`config.mk`:
```
export PLATFORM = sky130hd
export DESIGN_NAME = circuit_breaker_fsm
export DESIGN_NICKNAME = d
export VERILOG_FILES = /design/src/rtl/core/cbf_pkg.sv /design/src/rtl/core/cbf_step.sv /design/src/rtl/core/circuit_breaker_fsm.sv
export SDC_FILE = /design/constraint.sdc
export NUM_CORES = 2
export LEC_CHECK = 0
export CAP_MARGIN = 10
export CELL_PAD_IN_SITES_DETAIL_PLACEMENT = 1
export CELL_PAD_IN_SITES_GLOBAL_PLACEMENT = 2
export CORE_ASPECT_RATIO = 0.8
export CORE_UTILIZATION = 41
export DETAILED_ROUTE_END_ITERATION = 16
export DONT_BUFFER_PORTS = 1
export PLACE_DENSITY_LB_ADDON = 0.1
export SLEW_MARGIN = 0
export SYNTH_ARGS = -nofsm -noshare
export SYNTH_HDL_FRONTEND = slang
export SYNTH_SLANG_ARGS = --single-unit
```
`constraint.sdc`:
```
create_clock -name clk -period 12.2 [get_ports clk]
set_input_delay 2.44 -clock clk [delete_from_list [all_inputs] [get_ports clk]]
set_output_delay 2.44 -clock clk [all_outputs]
set_load 0.005 [all_outputs]
```
`src/rtl/core/cbf_pkg.sv`:
```
// Shared types, constants and helper functions of the circuit breaker.
`timescale 1ns / 1ps
`default_nettype none

package cbf_pkg;

  localparam int CNT_W     = 32;
  localparam int CFG_W     = 32;
  localparam int TIME_W    = 64;
  localparam int SPAN_W    = 52;
  localparam int NS_PER_MS = 1000000;

  typedef enum logic [1:0] {
    MODE_CLOSED = 2'd0,
    MODE_OPEN   = 2'd1,
    MODE_HALF   = 2'd2
  } mode_t;

  typedef enum logic [2:0] {
    ACT_ALLOW       = 3'd0,
    ACT_SUCCESS     = 3'd1,
    ACT_FAILURE     = 3'd2,
    ACT_FORCE_OPEN  = 3'd3,
    ACT_FORCE_HALF  = 3'd4,
    ACT_FORCE_CLOSE = 3'd5,
    ACT_RESET       = 3'd6
  } act_t;

  typedef enum logic [1:0] {
    REG_FAIL_LIMIT   = 2'd0,
    REG_SUCC_LIMIT   = 2'd1,
    REG_OPEN_TIMEOUT = 2'd2,
    REG_WINDOW_LEN   = 2'd3
  } cfg_reg_t;

  typedef struct packed {
    logic [CFG_W-1:0]  fail_limit;
    logic [CFG_W-1:0]  succ_limit;
    logic [SPAN_W-1:0] open_span;
    logic [SPAN_W-1:0] window_span;
  } cfg_t;

  typedef struct packed {
    mode_t             mode;
    logic [CNT_W-1:0]  fail;
    logic [CNT_W-1:0]  succ;
    logic [CNT_W-1:0]  req;
    logic [CNT_W-1:0]  opened;
    logic [CNT_W-1:0]  rejected;
    logic [TIME_W-1:0] window_begin;
    logic [TIME_W-1:0] open_time;
  } brk_state_t;

  function automatic logic [CNT_W-1:0] bump(input logic [CNT_W-1:0] v);
    return (v == {CNT_W{1'b1}}) ? v : v + CNT_W'(1);
  endfunction

  // true once now has reached base + span; a deadline past the time range never fires
  function automatic logic reached(input logic [TIME_W-1:0] now,
                                   input logic [TIME_W-1:0] base,
                                   input logic [SPAN_W-1:0] span);
    logic [TIME_W:0] sum;
    sum = {1'b0, base} + {{(TIME_W + 1 - SPAN_W){1'b0}}, span};
    return !sum[TIME_W] && (now >= sum[TIME_W-1:0]);
  endfunction

endpackage

`default_nettype wire

```
`src/rtl/core/cbf_step.sv`:
```
// Next-state and verdict logic of the breaker for one event.
`timescale 1ns / 1ps
`default_nettype none

module cbf_step
  import cbf_pkg::*;
(
  input  brk_state_t        st,
  input  cfg_t              cfg,
  input  act_t              action,
  input  logic [TIME_W-1:0] now,
  output brk_state_t        st_nxt,
  output logic              verdict
);

  logic              win_fresh;
  logic              win_roll;
  logic              open_due;
  logic [CNT_W-1:0]  wc_fail;
  logic [CNT_W-1:0]  wc_succ;
  logic [CNT_W-1:0]  wc_req;
  logic [TIME_W-1:0] wc_wb;
  logic [CNT_W-1:0]  fail_inc;
  logic [CNT_W-1:0]  succ_inc;

  assign win_fresh = (st.window_begin == '0);
  assign win_roll  = !win_fresh && reached(now, st.window_begin, cfg.window_span);
  assign open_due  = reached(now, st.open_time, cfg.open_span);
  assign wc_fail   = win_roll ? '0 : st.fail;
  assign wc_succ   = win_roll ? '0 : st.succ;
  assign wc_req    = win_roll ? '0 : st.req;
  assign wc_wb     = (win_fresh || win_roll) ? now : st.window_begin;
  assign fail_inc  = bump(wc_fail);
  assign succ_inc  = bump(st.succ);

  always_comb begin
    st_nxt  = st;
    verdict = 1'b0;
    unique case (action)
      ACT_ALLOW: begin
        unique case (st.mode)
          MODE_CLOSED: begin
            st_nxt.fail         = wc_fail;
            st_nxt.succ         = wc_succ;
            st_nxt.req          = wc_req;
            st_nxt.window_begin = wc_wb;
          end
          MODE_OPEN: begin
            if (open_due) begin
              st_nxt.mode = MODE_HALF;
              st_nxt.fail = '0;
              st_nxt.succ = '0;
            end else begin
              st_nxt.rejected = bump(st.rejected);
              verdict         = 1'b1;
            end
          end
          default: ;
        endcase
      end
      ACT_SUCCESS: begin
        unique case (st.mode)
          MODE_CLOSED: begin
            st_nxt.fail         = wc_fail;
            st_nxt.succ         = wc_succ;
            st_nxt.req          = bump(wc_req);
            st_nxt.window_begin = wc_wb;
          end
          MODE_HALF: begin
            if (succ_inc >= cfg.succ_limit) begin
              st_nxt.mode         = MODE_CLOSED;
              st_nxt.fail         = '0;
              st_nxt.succ         = '0;
              st_nxt.window_begin = now;
            end else begin
              st_nxt.succ = succ_inc;
            end
          end
          default: ;
        endcase
      end
      ACT_FAILURE: begin
        st_nxt.fail         = fail_inc;
        st_nxt.succ         = wc_succ;
        st_nxt.req          = bump(wc_req);
        st_nxt.window_begin = wc_wb;
        unique case (st.mode)
          MODE_CLOSED: begin
            if (fail_inc >= cfg.fail_limit) begin
              st_nxt.mode      = MODE_OPEN;
              st_nxt.open_time = now;
              st_nxt.opened    = bump(st.opened);
            end
          end
          MODE_HALF: begin
            st_nxt.mode      = MODE_OPEN;
            st_nxt.open_time = now;
            st_nxt.opened    = bump(st.opened);
            st_nxt.succ      = '0;
          end
          default: ;
        endcase
      end
      ACT_FORCE_OPEN: begin
        st_nxt.mode      = MODE_OPEN;
        st_nxt.open_time = now;
        st_nxt.opened    = bump(st.opened);
      end
      ACT_FORCE_HALF: begin
        st_nxt.mode = MODE_HALF;
        st_nxt.fail = '0;
        st_nxt.succ = '0;
      end
      ACT_FORCE_CLOSE: begin
        st_nxt.mode         = MODE_CLOSED;
        st_nxt.fail         = '0;
        st_nxt.succ         = '0;
        st_nxt.window_begin = '0;
      end
      ACT_RESET: begin
        st_nxt.mode         = MODE_CLOSED;
        st_nxt.fail         = '0;
        st_nxt.succ         = '0;
        st_nxt.req          = '0;
        st_nxt.open_time    = '0;
        st_nxt.window_begin = '0;
      end
      default: ;
    endcase
  end

endmodule

`default_nettype wire

```
`src/rtl/core/circuit_breaker_fsm.sv`:
```
// Circuit breaker top level: input register, breaker state, result register.
//
// Closed/open/half-open circuit breaker driven by timestamped events. Each
// accepted transaction yields exactly one result transaction. An event waits
// in the input register, is evaluated against the breaker state by a single
// pass of compare and counter logic, and lands in the result register while
// the state updates, so the block sustains one event per clock cycle while
// out_ready does not hold back a pending result. The time spans are
// converted from milliseconds to nanoseconds by a multiplier on the
// configuration write path, so a register write takes effect for the next
// event. Counters saturate at all ones.
`timescale 1ns / 1ps
`default_nettype none

module circuit_breaker_fsm
  import cbf_pkg::*;
(
  input  logic              clk,
  input  logic              rst_n,

  input  logic              cfg_we,
  input  logic [1:0]        cfg_index,
  input  logic [CFG_W-1:0]  cfg_wdata,

  input  logic              in_valid,
  output logic              in_ready,
  input  logic [2:0]        in_action,
  input  logic [TIME_W-1:0] in_now_time_ns,

  output logic              out_valid,
  input  logic              out_ready,
  output logic              out_verdict,
  output logic [1:0]        out_mode_after,
  output logic [CNT_W-1:0]  out_fail_total,
  output logic [CNT_W-1:0]  out_succ_total,
  output logic [CNT_W-1:0]  out_request_count,
  output logic [CNT_W-1:0]  out_open_count,
  output logic [CNT_W-1:0]  out_reject_count
);

  localparam logic [CFG_W-1:0] RST_FAIL_LIMIT = CFG_W'(5);
  localparam logic [CFG_W-1:0] RST_SUCC_LIMIT = CFG_W'(2);
  localparam logic [SPAN_W-1:0] RST_OPEN_SPAN = SPAN_W'(64'd30000 * NS_PER_MS);
  localparam logic [SPAN_W-1:0] RST_WIN_SPAN  = SPAN_W'(64'd60000 * NS_PER_MS);

  cfg_t              cfg_r;
  logic [SPAN_W-1:0] wr_span;

  brk_state_t        st_r;
  brk_state_t        st_nxt;

  logic              in_v_r;
  act_t              act_r;
  logic [TIME_W-1:0] now_r;

  logic              out_v_r;
  logic              verdict_r;
  mode_t             mode_r;
  logic [CNT_W-1:0]  fail_r;
  logic [CNT_W-1:0]  succ_r;
  logic [CNT_W-1:0]  req_r;
  logic [CNT_W-1:0]  opened_r;
  logic [CNT_W-1:0]  rejected_r;

  logic              verdict_nxt;
  logic              advance;

  assign wr_span  = {{(SPAN_W - CFG_W){1'b0}}, cfg_wdata} * SPAN_W'(NS_PER_MS);
  assign advance  = in_v_r && (!out_v_r || out_ready);
  assign in_ready = !in_v_r || advance;

  cbf_step u_step (
    .st      (st_r),
    .cfg     (cfg_r),
    .action  (act_r),
    .now     (now_r),
    .st_nxt  (st_nxt),
    .verdict (verdict_nxt)
  );

  always_ff @(posedge clk) begin
    if (!rst_n) begin
      cfg_r.fail_limit  <= RST_FAIL_LIMIT;
      cfg_r.succ_limit  <= RST_SUCC_LIMIT;
      cfg_r.open_span   <= RST_OPEN_SPAN;
      cfg_r.window_span <= RST_WIN_SPAN;
    end else if (cfg_we) begin
      unique case (cfg_reg_t'(cfg_index))
        REG_FAIL_LIMIT:   cfg_r.fail_limit  <= cfg_wdata;
        REG_SUCC_LIMIT:   cfg_r.succ_limit  <= cfg_wdata;
        REG_OPEN_TIMEOUT: cfg_r.open_span   <= wr_span;
        REG_WINDOW_LEN:   cfg_r.window_span <= wr_span;
        default: ;
      endcase
    end
  end

  always_ff @(posedge clk) begin
    if (!rst_n) begin
      in_v_r  <= 1'b0;
      out_v_r <= 1'b0;
      st_r    <= '{mode: MODE_CLOSED, default: '0};
    end else begin
      if (in_ready) begin
        in_v_r <= in_valid;
      end
      if (advance) begin
        out_v_r <= 1'b1;
        st_r    <= st_nxt;
      end else if (out_ready) begin
        out_v_r <= 1'b0;
      end
    end
  end

  always_ff @(posedge clk) begin
    if (in_ready && in_valid) begin
      act_r <= act_t'(in_action);
      now_r <= in_now_time_ns;
    end
    if (advance) begin
      verdict_r  <= verdict_nxt;
      mode_r     <= st_nxt.mode;
      fail_r     <= st_nxt.fail;
      succ_r     <= st_nxt.succ;
      req_r      <= st_nxt.req;
      opened_r   <= st_nxt.opened;
      rejected_r <= st_nxt.rejected;
    end
  end

  assign out_valid         = out_v_r;
  assign out_verdict       = verdict_r;
  assign out_mode_after    = mode_r;
  assign out_fail_total    = fail_r;
  assign out_succ_total    = succ_r;
  assign out_request_count = req_r;
  assign out_open_count    = opened_r;
  assign out_reject_count  = rejected_r;

  a_refuse_only_open: assert property (@(posedge clk) disable iff (!rst_n)
    out_valid && out_verdict |-> out_mode_after == MODE_OPEN && out_reject_count != '0)
    else $error("refusal reported outside open state");

  a_stall_only_full: assert property (@(posedge clk) disable iff (!rst_n)
    !in_ready |-> in_v_r && out_v_r && !out_ready)
    else $error("input stalled with room downstream");

  a_opened_monotone: assert property (@(posedge clk) disable iff (!rst_n)
    $past(rst_n) |-> st_r.opened >= $past(st_r.opened))
    else $error("open counter went backwards");

  a_state_moves_on_advance: assert property (@(posedge clk) disable iff (!rst_n)
    $past(rst_n) && !$past(advance) |-> $stable(st_r))
    else $error("breaker state changed without a transaction");

endmodule

`default_nettype wire
```
# == Word level (Yosys, flattened, before mapping) ==
# Cells that the tools add are included.
# totals
input_bits,106
ff_bits,678
out_inout_bits,165
# op_classes
n_eq_ne,21
magnitude_cmp,4
mul,1
add_sub_neg,7
mux,40
n_reduce_logical,29
# ops
op,count
32-bit 2-to-1 mux,16
64-bit case mux with 2 select lines,4
64-bit case mux with 4 select lines,2
64-bit 2-to-1 mux,4
64-bit case mux with 3 select lines,1
"32-bit by 1-bit adder with 32-bit output, second input constant",5
"32-bit equality test, second input constant",5
64-bit by 52-bit adder with 65-bit output,2
64-bit >= comparator,2
32-bit case mux with 2 select lines,2
32-bit case mux with 4 select lines,1
66-bit 2-to-1 mux,1
32-bit >= comparator,2
64-bit zero test,1
"32-bit by 14-bit multiplier with 46-bit output, second input constant",1
34-bit 2-to-1 mux,1
2-bit case mux with 6 select lines,1
2-bit AND reduction,5
"3-bit equality test, second input constant",3
"2-bit equality test, second input constant",3
"3-bit by 2-bit equality test with 1-bit output, second input constant",2
2-bit 2-to-1 mux,3
"3-bit by 2-bit inequality test with 1-bit output, second input constant",2
"3-bit inequality test, second input constant",2
17 further kinds,31

# == Logic depth before layout (Yosys ltp) ==
# depth
depth_word,11
ltp_mapped,50
mapped_depth_nobuf,45

# == By module ==
# From an unflattened synthesis, not the netlist that was laid out.
# hier_totals
cells_unflattened,6085
hier_area_um2,50038.0
# modules_own_cells
module,area_each_um2,seq_area_each_um2,cells_each,n_inst
circuit_breaker_fsm,29532.1,15875.2,2972,1
cbf_step,20505.9,0.0,3113,1

# == Least setup slack after synthesis ==
# Ideal clock, no wire load.
# synth_timing
kind,reg2reg
from,register cfg_r[14] in the netlist's numbering
to,register st_r[0] in the netlist's numbering
path_stages_with_launch,46
t_required_ps,12069
synth_period_minus_slack_ps,9130
setup_time_ps,131
slack_ps,3070
path_buffers,5
arrival_time_ps,8999
path_cell_list,dfxtp_1 > ha_1 > and3_1 > and3_1 > a311oi_1 > o21a_1 > o2111ai_1 > nand2_1 > a21oi_1 > a311oi_1 > o21bai_1 > nand2_1 > xor2_1 > ha_1 > a21o_1 > a21o_1 > a221oi_1 > o211ai_1 > [10 not listed] > nand2b_1 > nor3_1 > nand2_1 > xnor2_1 > ha_1 > nand2b_1 > a21o_1 > a21oi_1 > o21ai_0 > a311o_1 > a311o_1 > a211o_1 > o21a_1 > o311ai_1 > buf_2 > buf_2 > clkbuf_1 > o21ai_0
# synth_via
elab_chain_len,10
# synth_lines
element,line_no,rtl
start: declaration,circuit_breaker_fsm.sv:46,cfg_t cfg_r;
64-bit by 52-bit adder with 65-bit output *,cbf_pkg.sv:63,"sum = {1'b0, base} + {{(TIME_W + 1 - SPAN_W){1'b0}}, span};"
64-bit >= comparator or 1-bit zero test (tied branches),cbf_pkg.sv:64,return !sum[TIME_W] && (now >= sum[TIME_W-1:0]);
1-bit logical AND *,cbf_pkg.sv:64,
1-bit logical AND *,cbf_step.sv:27,"assign win_roll = !win_fresh && reached(now, st.window_begin, cfg.window_span);"
32-bit 2-to-1 mux *,cbf_step.sv:29,assign wc_fail = win_roll ? '0 : st.fail;
32-bit by 1-bit adder with 32-bit output or 32-bit equality test (tied branches),cbf_pkg.sv:55,return (v == {CNT_W{1'b1}}) ? v : v + CNT_W'(1);
32-bit 2-to-1 mux *,cbf_pkg.sv:55,
32-bit >= comparator *,cbf_step.sv:89,if (fail_inc >= cfg.fail_limit) begin
3-bit by 2-bit inequality test with 1-bit output (no line) *,-,
4-bit AND reduction (no line) *,-,
end signal: assignment,circuit_breaker_fsm.sv:109,st_r <= st_nxt;
end: declaration,circuit_breaker_fsm.sv:49,brk_state_t st_r;
# Mark *: on every way between the ends. The rest lies on a longest branch, timed or not.
# A chain may end at the register's enable or synchronous reset.

# == Final worst setup path ==
# layout_timing
from,register st_r[82] in the netlist's numbering
to,register st_r[17] in the netlist's numbering
# layout_via
elab_chain_len,10
# layout_lines
element,line_no
64-bit by 52-bit adder with 65-bit output,cbf_pkg.sv:63
64-bit >= comparator or 1-bit zero test (tied branches),cbf_pkg.sv:64
1-bit logical AND,cbf_pkg.sv:64
1-bit logical AND *,cbf_step.sv:27
32-bit 2-to-1 mux *,cbf_step.sv:29
32-bit by 1-bit adder with 32-bit output or 32-bit equality test (tied branches),cbf_pkg.sv:55
32-bit 2-to-1 mux *,cbf_pkg.sv:55
32-bit >= comparator *,cbf_step.sv:89
3-bit by 2-bit inequality test with 1-bit output (no line) *,-
4-bit AND reduction (no line) *,-
# Marks and branches as above.

==> flow_summary.yaml <==
critical_path:
  crit_buf_inv: 2
  path_common_cell: "o21ai_0"
  end_kind: "flip-flop"
  reg2reg_slack_ns: 1.04
  max_stage_delay_ns: 0.70
  rr_worst_depth: 44
  slowest_stage: "a311oi_1"
  r2r_end: "st_r[17]"
  critPathLaunchType: "flip-flop"
  r2r_start: "st_r[82]"
  cp.arrival_ns: 11.75
  required_ns: 12.79
  path_class: "flip-flop to flip-flop"
  crit_family: "compound AO/OA/AOI/OAI gates"
  cp_max_fo: 35
hold_path:
  hold_path_depth: 2
  hold_end: "cfg_r[113]"
  holdCritPathClass: "flip-flop to flip-flop"
  worstHoldStart: "cfg_r[113]"
global_route:
  globalRoute.totalOverflow: 0
  grt_pass1_vias: 38130
  grt_max_degree: 200
  grt_pass1_wl_um: 237800
  grtUsageTotal_pct: 27.30
  antenna_found_initial: 3
clocking:
  clock_sink_count: 678
  cts_hold_buf: 0
  cts-htree-levels: 3
  clk_pin_slew_worst_paths_ns: 0.06
  clock_latency_ns: 0.69
  cts_buffers: 79
  cts_tree: "built"
  cts_max_path_buffers: 3
  cts_root_buffer: "clkbuf_16"
drt:
  drc: 0
  drt_pass1_iterations: 5
  wl_per_cell_um: 23.66
  routed_wirelength_um: 156500
  vias_per_cell: 5.825
  antenna_left: 0
  drt_iter0_markers: 2713
  num_vias: 38520
status:
  status: "finished, final reports clean"
final_layout:
  area_growth_pct: 9.156
  n_fill_cell: 12750
  fin_area_sq_um: 49940
  mostFrequentLayoutCells: "nand2_1 (629), dfxtp_1 (448), ha_1 (442)"
  layout_commonest_cell: "nand2_1"
  register_area_sq_um: 15880
  multi_input_area_sq_um: 27870
  drive_gt1_share_pct: 4.732
  layout.nets: 5734
sta:
  min_period_ns: 11.16
  relSlewSlack_pct: 14.31
  fin_hold_ws_ns: 0.4518
  rsz0062_at_grt: "false"
  finalMaxSlewViolations: 0
  fmax_mhz: 89.62
  setup_tns_ns: 0
  worstMarginPinSlew_ns: 1.285
  hold_viol: 0
  clock_skew_ns: 0.02743
  setup_viol: 0
  period_share_pct: 91.47
floorplan:
  initial_core_util_pct: 41.37
  design.die.area_sq_um: 112900
  fp-row-count: 109
  coreArea_sq_um: 110600
  ios: 271
  die-height_um: 300.8
  die_w_um: 375.5
logic_synthesis:
  syn-instance-count: 5156
  syn_nets: 5841
  synth_seq_cells: 678
  synth_flop_cell: "dfxtp_1"
  yosys.area.top_type: "dfxtp_1"
  synth_area_per_cell_sq_um: 8.874
  synth-edff-count: 230
  ys_seq_area_share_pct: 34.70
  syn_area_sq_um: 45750
  ys_warn_count: 0
  synth_top_area_share_pct: 19.60
  synth.area.top_cells: "dfxtp_1 (20%), edfxtp_1 (15%), ha_1 (12%), fa_1 (6.0%), nand2_1 (5.2%)"
  ys_types: 90
  async_flop_share_pct: 0
placed_design:
  portBuffers: 0
  dpl_cell_area_sq_um: 47230
  place.gp.congestion: 0.8768
  dp_hpwl_um: 115500
power:
  power_leakage_nw: 19.92
  power_density_nw_per_um2: 183.1
  total_power_mw: 9.145
  ir_drop_v: 0.0001649
job:
  maxCapViolations: 0
==> cells in the mapped netlist, types with 40 or more instances <==
library cell,count
and3_1,66
edfxtp_1,230
nand4_1,68
fa_1,137
xor2_1,135
or3_1,40
inv_1,311
ha_1,442
o21ai_0,318
a21o_1,142
a21oi_1,370
nand2_1,629
o211ai_1,49
nor4_1,62
dfxtp_1,448
o2bb2ai_1,48
a22o_1,86
a211oi_1,41
nor2_1,300
xnor2_1,164
nand3_1,250
clkbuf_1,205
nor3_1,91
==> flip-flops by register name, indices dropped and copies added, names as in the netlist <==
register,cells
out_valid,1
cfg_r,156
now_r,64
out_open_count,32
st_r,290
in_v_r,1
out_verdict,1
act_r,3
out_succ_total,32
out_reject_count,32
out_fail_total,32
out_request_count,32
out_mode_after,2
==> cells by family after synthesis <==
kind of cell	count (synthesis)	share of synthesized area, %
fa+ha+maj	579	18.08
xor+xnor	299	5.724
compound gates	1339	18.92
flops	678	34.70
buf+inv	553	4.630
mux	21	0.4649
simple gates	1687	17.49
==> routing by layer <==
metal	vias up	GRT usage, %	share of wire [%]
met3	174	6.306	6.1
met5	-	0	0.013
li1	18330	-	-
met2	808	39.09	41
met4	2	6.793	2.3
met1	19210	40.88	51
==> how the worst max path moves through the flow <==
stage	end	from	cells past startpoint
6_report	st_r[17]	st_r[82]	44
5_1_grt	st_r[183]	st_r[83]	43
4_1_cts	st_r[17]	cfg_r[22]	44
3_5_place_dp	st_r[62]	st_r[86]	44
3_3_place_gp	st_r[13]	st_r[86]	44
2_1_floorplan	st_r[0]	cfg_r[14]	45
==> timing repair <==
item	in CTS	in global routing
buffers inserted	0	1
resized for setup	0	1
setup endpoints to repair	0	122
hold endpoints to repair	0	0
==> through the flow <==
step           utilization (%)  instances  setup WS [ns]
3_3_place_gp             42.70       6465         0.7540
2_1_floorplan                -       5156          3.070
3_5_place_dp             42.70       6465         0.6068
6_report                 45.15       6614          1.041
5_1_grt                  45.15       6612         0.1251
4_1_cts                  45.13       6611         0.5104
==> report_power, final <==
group	switching (mW)	total (mW)	internal, mW
clock	1.06	2.51	1.44
sequential	0.124	2.59	2.47
combinational	2.52	4.04	1.52
total	3.71	9.14	5.43
==> tightest hold or removal path: cells and delay by family, from the launching register on <==
family          cells  cell delay (ns)
compound gates      1             0.05
flops               1             0.30
simple gates        1             0.05
==> cell type report <==
cell class / instances / share of cell area (%)
Clock inverter: 43 / 1.010
Antenna cell: 2 / 0.01002
Sequential cell: 678 / 31.79
Inverter: 314 / 2.385
Clock buffer: 103 / 4.362
Tap cell: 1498 / 3.753
Timing Repair Buffer: 51 / 0.8919
Multi-Input combinational cell: 3925 / 55.80
No activity file was read; power rests on OpenSTA's default activity.
